`src/rtl/core/ppmdec_pkg.sv`:
```
// Shared types and constants for the PPM image stream decoder.
`default_nettype none
package ppmdec_pkg;

  typedef struct packed {
    logic [7:0] data_byte;
    logic       start_of_file;
    logic       end_of_file;
  } ppmdec_in_t;

  typedef struct packed {
    logic [1:0]  result_kind;
    logic [7:0]  red;
    logic [7:0]  green;
    logic [7:0]  blue;
    logic [15:0] pixel_x;
    logic [15:0] pixel_y;
    logic [15:0] image_width;
    logic [15:0] image_height;
    logic [7:0]  max_value;
    logic [2:0]  error_code;
    logic        last_of_run;
  } ppmdec_out_t;

  typedef enum logic [2:0] {
    PH_MAGIC  = 3'd0,
    PH_WIDTH  = 3'd1,
    PH_HEIGHT = 3'd2,
    PH_MAXVAL = 3'd3,
    PH_PIXELS = 3'd4,
    PH_DONE   = 3'd5
  } phase_t;

  typedef enum logic [2:0] {
    ST_IDLE  = 3'd0,
    ST_BYTE  = 3'd1,
    ST_DIV   = 3'd2,
    ST_EOF   = 3'd3,
    ST_EOFD  = 3'd4,
    ST_EMIT  = 3'd5
  } seq_t;

  localparam logic [1:0] KIND_HDR_ASCII = 2'd0;
  localparam logic [1:0] KIND_HDR_BIN   = 2'd1;
  localparam logic [1:0] KIND_PIXEL     = 2'd2;
  localparam logic [1:0] KIND_ERROR     = 2'd3;

  localparam logic [2:0] ERR_MAGIC      = 3'd0;
  localparam logic [2:0] ERR_INTEGER    = 3'd1;
  localparam logic [2:0] ERR_SIZE       = 3'd2;
  localparam logic [2:0] ERR_MAXVAL     = 3'd3;
  localparam logic [2:0] ERR_RANGE      = 3'd4;
  localparam logic [2:0] ERR_INCOMPLETE = 3'd5;

  localparam logic [16:0] TOKEN_SAT = 17'h1FFFF;
  localparam logic [15:0] MAGIC_P3  = 16'h5033;
  localparam logic [15:0] MAGIC_P6  = 16'h5036;

endpackage
`default_nettype wire

```
`src/rtl/core/ppm_image_stream_decoder_unit.sv`:
```
// Top level of the PPM (P3/P6) image stream decoder.
`default_nettype none
// Usage:
//   One file byte is a beat on the byte channel (byte_valid / byte_stall), with
//   start_of_file clearing all parser state before that byte and end_of_file
//   marking the last byte. Results (header, pixel, error) leave on the result
//   channel (result_valid / result_stall); a byte yields zero, one or two
//   results, and last_of_run flags the final one of a byte.
// Sequencing:
//   A byte that only advances the tokenizer passes through the accept, the
//   byte step, the end-of-file close and the incomplete check. A byte that
//   completes a sample also runs the shared radix-2 restoring divider, one
//   quotient bit per cycle, and then a write-back step. Each result is held
//   in the output register for as long as the receiver stalls it; no byte is
//   accepted meanwhile.
// Reset:
//   rst is synchronous. It puts the parser at the magic token and drops any
//   pending result. After any error the block ignores bytes until a byte
//   arrives with start_of_file set.
module ppm_image_stream_decoder_unit
  import ppmdec_pkg::*;
#(
  parameter int MAX_DIM = 65535
) (
  input  wire logic        clk,
  input  wire logic        rst,
  input  wire logic        byte_valid,
  output logic             byte_stall,
  input  wire ppmdec_in_t  byte_data,
  output logic             result_valid,
  input  wire logic        result_stall,
  output ppmdec_out_t      result_data
);

  localparam logic [16:0] MAX_DIM_V = 17'(MAX_DIM);

  seq_t st, st_next;
  // Parser state.
  phase_t      phase;
  logic        bin_fmt, in_comment, tok_neg, tok_started, tok_invalid, tok_digits;
  logic [16:0] tok_val;
  logic [15:0] magic_chars;
  logic [1:0]  magic_len;
  logic [15:0] width_reg, height_reg, column, row;
  logic [7:0]  maxv;
  logic [1:0]  comp;
  logic [7:0]  red_hold, green_hold;
  logic        range_fault, cr_seen, stopped;
  // Latched byte and pending work.
  logic [7:0]  cur_byte;
  logic        cur_eof;
  logic        samp_bad;
  logic        after_eof;      // return to EOF handling after division
  // Divider.
  logic [16:0] div_num, div_rem;
  logic [8:0]  div_den;
  logic [3:0]  div_cnt;
  logic [9:0]  div_q;
  // Output queue of up to two results.
  ppmdec_out_t res0, res1;
  logic [1:0]  res_cnt;
  logic        res_idx;

  // Combinational parse step outputs.
  logic        is_ws;

  assign byte_stall   = (st != ST_IDLE);
  assign result_valid = (st == ST_EMIT);
  always_comb begin
    result_data = res_idx ? res1 : res0;
    result_data.last_of_run = ({1'b0, res_idx} == res_cnt - 2'd1);
  end

  assign is_ws = (cur_byte == 8'h20) || (cur_byte >= 8'd9 && cur_byte <= 8'd13);

  always_comb begin
    st_next = st;
    unique case (st)
      ST_IDLE: if (byte_valid) st_next = ST_BYTE;
      ST_BYTE, ST_EOF, ST_EOFD, ST_DIV, ST_EMIT: st_next = st;
      default: st_next = ST_IDLE;
    endcase
  end

  // The sequencer: one byte step, optional division, end-of-file step, optional division, incomplete check, emit.
  always_ff @(posedge clk) begin
    automatic logic        a_stop, a_started, a_neg, a_good, a_sample, a_bad;
    automatic logic [16:0] a_v;
    automatic logic [16:0] a_num;
    automatic logic [16:0] nv;
    automatic logic [20:0] dprod;
    automatic logic [17:0] trial;
    automatic ppmdec_out_t r;
    if (rst) begin
      st <= ST_IDLE;
      phase <= PH_MAGIC; stopped <= 1'b0; res_cnt <= 2'd0; res_idx <= 1'b0;
      after_eof <= 1'b0; bin_fmt <= 1'b0;
      in_comment <= 1'b0; tok_started <= 1'b0; tok_val <= '0; tok_neg <= 1'b0;
      tok_invalid <= 1'b0; tok_digits <= 1'b0; magic_chars <= '0; magic_len <= '0;
      cr_seen <= 1'b0; comp <= '0; range_fault <= 1'b0;
      width_reg <= '0; height_reg <= '0; maxv <= '0; column <= '0; row <= '0;
      red_hold <= '0; green_hold <= '0;
    end else begin
      unique case (st)
        ST_IDLE: begin
          res_cnt <= 2'd0; res_idx <= 1'b0;
          if (byte_valid) begin
            cur_byte <= byte_data.data_byte;
            cur_eof  <= byte_data.end_of_file;
            if (byte_data.start_of_file) begin
              phase <= PH_MAGIC; bin_fmt <= 1'b0; in_comment <= 1'b0;
              tok_val <= '0; tok_neg <= 1'b0; tok_started <= 1'b0;
              tok_invalid <= 1'b0; tok_digits <= 1'b0; magic_chars <= '0;
              magic_len <= '0; width_reg <= '0; height_reg <= '0; maxv <= '0;
              column <= '0; row <= '0; comp <= '0; red_hold <= '0;
              green_hold <= '0; range_fault <= 1'b0; cr_seen <= 1'b0;
              stopped <= 1'b0;
            end
            st <= ST_BYTE;
          end
        end
        ST_BYTE, ST_EOF: begin
          // Token processing for the byte, or for the end-of-file close.
          a_sample = 1'b0; a_bad = 1'b0; a_v = '0; a_stop = 1'b0;
          r = '0;
          if (stopped || phase == PH_DONE) begin
            st <= (st == ST_BYTE) ? ST_EOF : ST_EOFD;
          end else if (st == ST_EOF && !cur_eof) begin
            st <= ST_EOFD;
          end else begin
            automatic logic tokz = (phase <= PH_MAXVAL) || (phase == PH_PIXELS && !bin_fmt);
            automatic logic fin = 1'b0;
            if (st == ST_EOF) begin
              fin = tokz && tok_started;
            end else if (tokz) begin
              if (in_comment) begin
                if (cur_byte == 8'h0A) in_comment <= 1'b0;
              end else if (is_ws) begin
                fin = tok_started;
              end else if (cur_byte == 8'h23) begin
                fin = tok_started;
                in_comment <= 1'b1;
              end else begin
                tok_started <= 1'b1;
                if (phase == PH_MAGIC) begin
                  if (magic_len < 2'd2) magic_chars <= {magic_chars[7:0], cur_byte};
                  if (magic_len < 2'd3) magic_len <= magic_len + 2'd1;
                end else if (!tok_started && (cur_byte == 8'h2B || cur_byte == 8'h2D)) begin
                  tok_neg <= (cur_byte == 8'h2D);
                end else if (cur_byte >= 8'h30 && cur_byte <= 8'h39) begin
                  // Decimal accumulate, saturating at the token limit.
                  dprod = {4'b0, tok_val} * 21'd10 + {13'b0, cur_byte - 8'h30};
                  nv = (dprod > {4'b0, TOKEN_SAT}) ? TOKEN_SAT : dprod[16:0];
                  tok_val <= nv;
                  tok_digits <= 1'b1;
                end else begin
                  tok_invalid <= 1'b1;
                end
              end
            end else if (in_comment) begin
              if (cur_byte == 8'h0A) in_comment <= 1'b0;
            end else if (cr_seen) begin
              cr_seen <= 1'b0;
              if (cur_byte != 8'h0A) begin
                a_sample = 1'b1; a_v = {9'b0, cur_byte}; a_bad = cur_byte > maxv;
              end
            end else begin
              a_sample = 1'b1; a_v = {9'b0, cur_byte}; a_bad = cur_byte > maxv;
            end
            if (fin) begin
              a_good = tok_digits && !tok_invalid;
              a_neg  = tok_neg && (tok_val != 17'd0);
              tok_started <= 1'b0; tok_val <= '0; tok_neg <= 1'b0;
              tok_invalid <= 1'b0; tok_digits <= 1'b0;
              unique case (phase)
                PH_MAGIC: begin
                  if (magic_len == 2'd2 && (magic_chars == MAGIC_P3 || magic_chars == MAGIC_P6))
                  begin
                    bin_fmt <= (magic_chars == MAGIC_P6);
                    phase <= PH_WIDTH;
                  end else begin
                    a_stop = 1'b1; r.result_kind = KIND_ERROR; r.error_code = ERR_MAGIC;
                  end
                  magic_chars <= '0; magic_len <= '0;
                end
                PH_WIDTH, PH_HEIGHT: begin
                  if (!a_good) begin
                    a_stop = 1'b1; r.result_kind = KIND_ERROR; r.error_code = ERR_INTEGER;
                  end else if (phase == PH_WIDTH) begin
                    width_reg <= (a_neg || tok_val > MAX_DIM_V) ? 16'd0 : tok_val[15:0];
                    phase <= PH_HEIGHT;
                  end else begin
                    height_reg <= (a_neg || tok_val > MAX_DIM_V) ? 16'd0 : tok_val[15:0];
                    phase <= PH_MAXVAL;
                  end
                end
                PH_MAXVAL: begin
                  a_stop = 1'b1; r.result_kind = KIND_ERROR;
                  if (!a_good) r.error_code = ERR_INTEGER;
                  else if (width_reg == 16'd0 || height_reg == 16'd0) r.error_code = ERR_SIZE;
                  else if (a_neg || tok_val == 17'd0 || tok_val > 17'd255)
                    r.error_code = ERR_MAXVAL;
                  else begin
                    a_stop = 1'b0;
                    r.result_kind = bin_fmt ? KIND_HDR_BIN : KIND_HDR_ASCII;
                    r.image_width = width_reg; r.image_height = height_reg;
                    r.max_value = tok_val[7:0];
                    maxv <= tok_val[7:0];
                    column <= '0; row <= '0; comp <= '0; range_fault <= 1'b0;
                    phase <= PH_PIXELS;
                    if (st == ST_BYTE && cur_byte == 8'h0D && bin_fmt) cr_seen <= 1'b1;
                  end
                end
                default: begin
                  if (!a_good) begin
                    a_stop = 1'b1; r.result_kind = KIND_ERROR; r.error_code = ERR_INTEGER;
                  end else begin
                    a_sample = 1'b1; a_v = tok_val;
                    a_bad = a_neg || (tok_val > {9'b0, maxv});
                  end
                end
              endcase
            end
            if (a_stop) stopped <= 1'b1;
            if (a_stop || (fin && phase == PH_MAXVAL)) begin
              if (res_cnt == 2'd0) res0 <= r; else res1 <= r;
              res_cnt <= res_cnt + 2'd1;
            end
            after_eof <= (st == ST_EOF);
            if (a_sample) begin
              // Numerator v*510 + max; for an in-range sample the quotient fits in 10
              // bits, so the bits above the low ten preload the remainder.
              a_num = {a_v[7:0], 9'b0} - {8'b0, a_v[7:0], 1'b0} + {9'b0, maxv};
              samp_bad <= a_bad;
              div_num <= a_num;
              div_den <= {maxv, 1'b0};
              div_rem <= {10'b0, a_num[16:10]}; div_q <= '0; div_cnt <= '0;
              st <= ST_DIV;
            end else begin
              st <= (st == ST_BYTE) ? ST_EOF : ST_EOFD;
            end
          end
        end
        ST_DIV: begin
          // Restoring division, one quotient bit per cycle.
          if (div_cnt != 4'd10) begin
            trial = {div_rem, div_num[9]} - {9'b0, div_den};
            if (!trial[17]) begin
              div_rem <= trial[16:0]; div_q <= {div_q[8:0], 1'b1};
            end else begin
              div_rem <= {div_rem[15:0], div_num[9]}; div_q <= {div_q[8:0], 1'b0};
            end
            div_num <= {div_num[15:0], 1'b0};
            div_cnt <= div_cnt + 4'd1;
          end else begin
            automatic logic [7:0] s = samp_bad ? 8'd0 : div_q[7:0];
            r = '0;
            st <= after_eof ? ST_EOFD : ST_EOF;
            if (comp == 2'd0) begin
              range_fault <= samp_bad; red_hold <= s; comp <= 2'd1;
            end else if (comp == 2'd1) begin
              range_fault <= range_fault | samp_bad; green_hold <= s; comp <= 2'd2;
            end else begin
              comp <= 2'd0;
              if (range_fault || samp_bad) begin
                stopped <= 1'b1; r.result_kind = KIND_ERROR; r.error_code = ERR_RANGE;
              end else begin
                r.result_kind = KIND_PIXEL; r.red = red_hold; r.green = green_hold;
                r.blue = s; r.pixel_x = column; r.pixel_y = row;
                if (17'(column) + 17'd1 >= 17'(width_reg)) begin
                  column <= '0; row <= row + 16'd1;
                  if (17'(row) + 17'd1 >= 17'(height_reg)) phase <= PH_DONE;
                end else begin
                  column <= column + 16'd1;
                end
              end
              if (res_cnt == 2'd0) res0 <= r; else res1 <= r;
              res_cnt <= res_cnt + 2'd1;
            end
          end
        end
        ST_EOFD: begin
          // Incomplete image at end of file.
          r = '0;
          if (cur_eof && !stopped && phase != PH_DONE) begin
            stopped <= 1'b1;
            r.result_kind = KIND_ERROR; r.error_code = ERR_INCOMPLETE;
            if (res_cnt == 2'd0) res0 <= r; else res1 <= r;
            st <= ST_EMIT;
            res_cnt <= res_cnt + 2'd1;
          end else begin
            st <= (res_cnt == 2'd0) ? ST_IDLE : ST_EMIT;
          end
        end
        ST_EMIT: begin
          if (!result_stall) begin
            if ({1'b0, res_idx} == res_cnt - 2'd1) st <= ST_IDLE;
            else res_idx <= 1'b1;
          end
        end
        default: st <= st_next;
      endcase
    end
  end

endmodule
`default_nettype wire

```
`config.mk`:
```
export PLATFORM = sky130hd
export DESIGN_NAME = ppm_image_stream_decoder_unit
export DESIGN_NICKNAME = d
export VERILOG_FILES = /design/src/rtl/core/ppmdec_pkg.sv /design/src/rtl/core/ppm_image_stream_decoder_unit.sv
export SDC_FILE = /design/constraint.sdc
export NUM_CORES = 1
export LEC_CHECK = 0
export ABC_AREA = 1
export BUFFER_PORTS_ARGS = -buffer_cell sky130_fd_sc_hd__buf_2
export CORE_MARGIN = 2
export CORE_UTILIZATION = 60
export CTS_CLUSTER_SIZE = 12
export DETAILED_ROUTE_END_ITERATION = 16
export PLACE_DENSITY_LB_ADDON = 0.12
export SYNTH_ARGS = -nofsm -noshare
export SYNTH_HDL_FRONTEND = slang
export SYNTH_SLANG_ARGS = --single-unit
```
`constraint.sdc`:
```
create_clock -name clk -period 31.3 [get_ports clk]
set_input_delay 6.26 -clock clk [delete_from_list [all_inputs] [get_ports clk]]
set_output_delay 6.26 -clock clk [all_outputs]
set_load 0.05 [all_outputs]
```
==> results_dict.tcl <==
set metrics [dict create \
    first_pass_iters 6 \
    start_util 0.606 \
    drive_gt1_frac 0.0969 \
    comb_power_share 0.405 \
    clock_path_buffers 3 \
    power_leakage_nw 10.2 \
    yosysWarnings 0 \
    min_path_type "flip-flop to flip-flop" \
    p_sw_frac 0.416 \
    root_buffer "clkbuf_16" \
    drv_cap 0 \
    rsz0062_at_grt "false" \
    ant_nets 0 \
    die_y_um 196 \
    cts.repair.resized 0 \
    die_x_um 196 \
    dp_slack_ns 21.94 \
    final_util 0.669 \
    path_max_fanout 70 \
    synth_edf_count 259 \
    p_sw_uw 899 \
    fin_tns_setup_ns 0 \
    routed_wirelength_um 54800 \
    worstPathRequired_ns 25.04 \
    num_rows 70 \
    cp-start-kind "flip-flop" \
    synth_cell_type_count 59 \
    grt_pass1_wl_um 88300 \
    largestRegisters "res0 x101, res1 x101" \
    cp_data_arrival_time_ns 2.87 \
    post_cts_buffers 0 \
    max-slew-margin-rel 0.298 \
    core-area_mm2 0.0363 \
    nets 2900 \
    fin_crit_ns 9.13 \
    drcViolationCount 0 \
    gp_congestion 0.952 \
    yosysSeqAreaShare 0.484 \
    grt_overflow 0 \
    grt_max_degree 88 \
    p_clk_frac 0.237 \
    h-tree-depth 2 \
    syn_inst 2694 \
    tightestPinTransition_ns 1.05 \
    grt_usage 0.287 \
    die_area_mm2 0.0383 \
    fin_skew_ns 0.0199 \
    end_kind "output port" \
    synth.most_common_cell "nand2_1" \
    syn_to_final_growth_pct 10.4 \
    seq_power_share 0.359 \
    synth-seq-cells 403 \
    dpl.cell_count 3196 \
    grt_antenna_before_repair 0 \
    path_clk_slew_ns 0.06 \
    io_pins 118 \
    avgSynthCellArea_um2 8.18 \
    post_drt_wl_per_cell_um 16.7 \
    status "completed" \
    antenna_cells 0 \
    drt_iter0_drc 1530 \
    drt-vias-per-instance 5.64 \
    timing_worst_setup_path_type "flip-flop to output port" \
    setup_slack_ns 22.17 \
    finalSetupViolCount 0 \
    internal_power_mw 1.26 \
    p_total_mw 2.16 \
    clk_latency_ns 0.57 \
    finalHoldViolations 0 \
    vdd_drop_max_mv 0.0600 \
    syn_area_mm2 0.0220 \
    synth.area.top_cells "edfxtp_1 35%, dfxtp_1 13%, nand2_1 12%" \
    fmax_ghz 0.110 \
    min_period_over_period 0.292 \
    cts_tree "built" \
    vias 18500 \
    synthTopCellsByCount "727 x nand2_1, 306 x inv_1, 259 x edfxtp_1, 224 x nor2_1, 184 x a21oi_1" \
    io_buffer_count 117 \
    fin_cells 3276 \
    grt_pass1_vias 17200 \
    clock_sinks 403 \
    drv_slew 0 \
    synth_top_area_cell "edfxtp_1" \
    syn_nets 2821 \
    cts_made_buffers 43 \
    power.density_mw_per_mm2 88.8 \
    holdBufCountCts 0 \
    n_fill_cell 2966 \
    place_hpwl_um 38800 \
    ys.flop_type "edfxtp_1" \
    async_flop_share 0 \
    synth_top_area_frac 0.353 \
]
==> cells by family (layout without fill, tap and decap cells) <==
logic type / after synthesis / after routing / share of synthesized area
AO/OA/AOI/OAI: 387 / 387 / 0.0992
XOR/XNOR: 52 / 52 / 0.0207
adder cells (fa/ha/maj): 113 / 113 / 0.0652
buffers and inverters: 429 / 543 / 0.0756
flip-flops: 403 / 403 / 0.484
AND/OR/NAND/NOR: 1310 / 1310 / 0.255
==> routing by layer <==
metal	vias to the layer above	wire, µm	global-route usage
li1	9144	-	-
met5	-	0	0
met2	631	25800	0.474
met3	81	3320	0.0351
met4	0	1290	0.0888
met1	8620	24400	0.398
==> through the flow <==
stage          hold WS (ns)  instance area, µm²
2_1_floorplan         0.430               22000
3_3_place_gp          0.443               22900
3_5_place_dp          0.446               22900
4_1_cts               0.455               24300
5_1_grt               0.479               24300
6_report              0.452               24300
==> cells in the final DEF (no fill, tap or decap), drive strengths merged, types with 70 or more instances in the layout <==
cell type,count
dfxtp,144
nand3,145
buf,131
nor3,116
ha,110
nand2,736
nor2,240
a21oi,195
edfxtp,259
clkbuf,70
o21ai,128
inv,329
==> critical path: stages (launching register included) <==
cell      delay [ns]
dfxtp_4         0.42
clkinv_2        0.40
buf_4           0.71
o21ai_0         0.19
a21oi_1         0.24
buf_2           0.31
==> power by group through the flow <==
stage,registers (mW),logic (mW),clock network [mW]
after floorplan,0.772,0.672,0
after global placement,0.780,0.844,0
after detailed placement,0.784,0.862,0
after CTS,0.774,0.868,0.517
after global routing,0.786,0.971,0.537
final,0.774,0.875,0.511
==> worst paths after layout <==
check | startpoint | endpoint | slack [ns] | cells past startpoint
setup reg to reg | cur_byte[4]$_DFFE_PP_ | res0[55]$_DFFE_PP_ | 26.14 | 17
hold / removal | red_hold[6]$_SDFFE_PP0P_ | red_hold[6]$_SDFFE_PP0P_ | 0.45 | 2
setup / recovery | res_idx$_SDFFE_PP0P_ | result_data[0] | 22.17 | 5
hold reg to reg | red_hold[6]$_SDFFE_PP0P_ | red_hold[6]$_SDFFE_PP0P_ | 0.45 | 2
==> area by class of cell <==
| class | instances | area (µm²) | area share |
|---|---|---|---|
| inverter | 332 | 1250 | 0.0513 |
| multi-input combinational | 1862 | 9710 | 0.399 |
| sequential | 403 | 10700 | 0.439 |
| clock buffer | 70 | 1300 | 0.0536 |
| timing repair buffer | 131 | 691 | 0.0284 |
| clock inverter | 10 | 115 | 0.00473 |
| tap | 468 | 586 | 0.0241 |
Power figures use the tool's default switching activity.
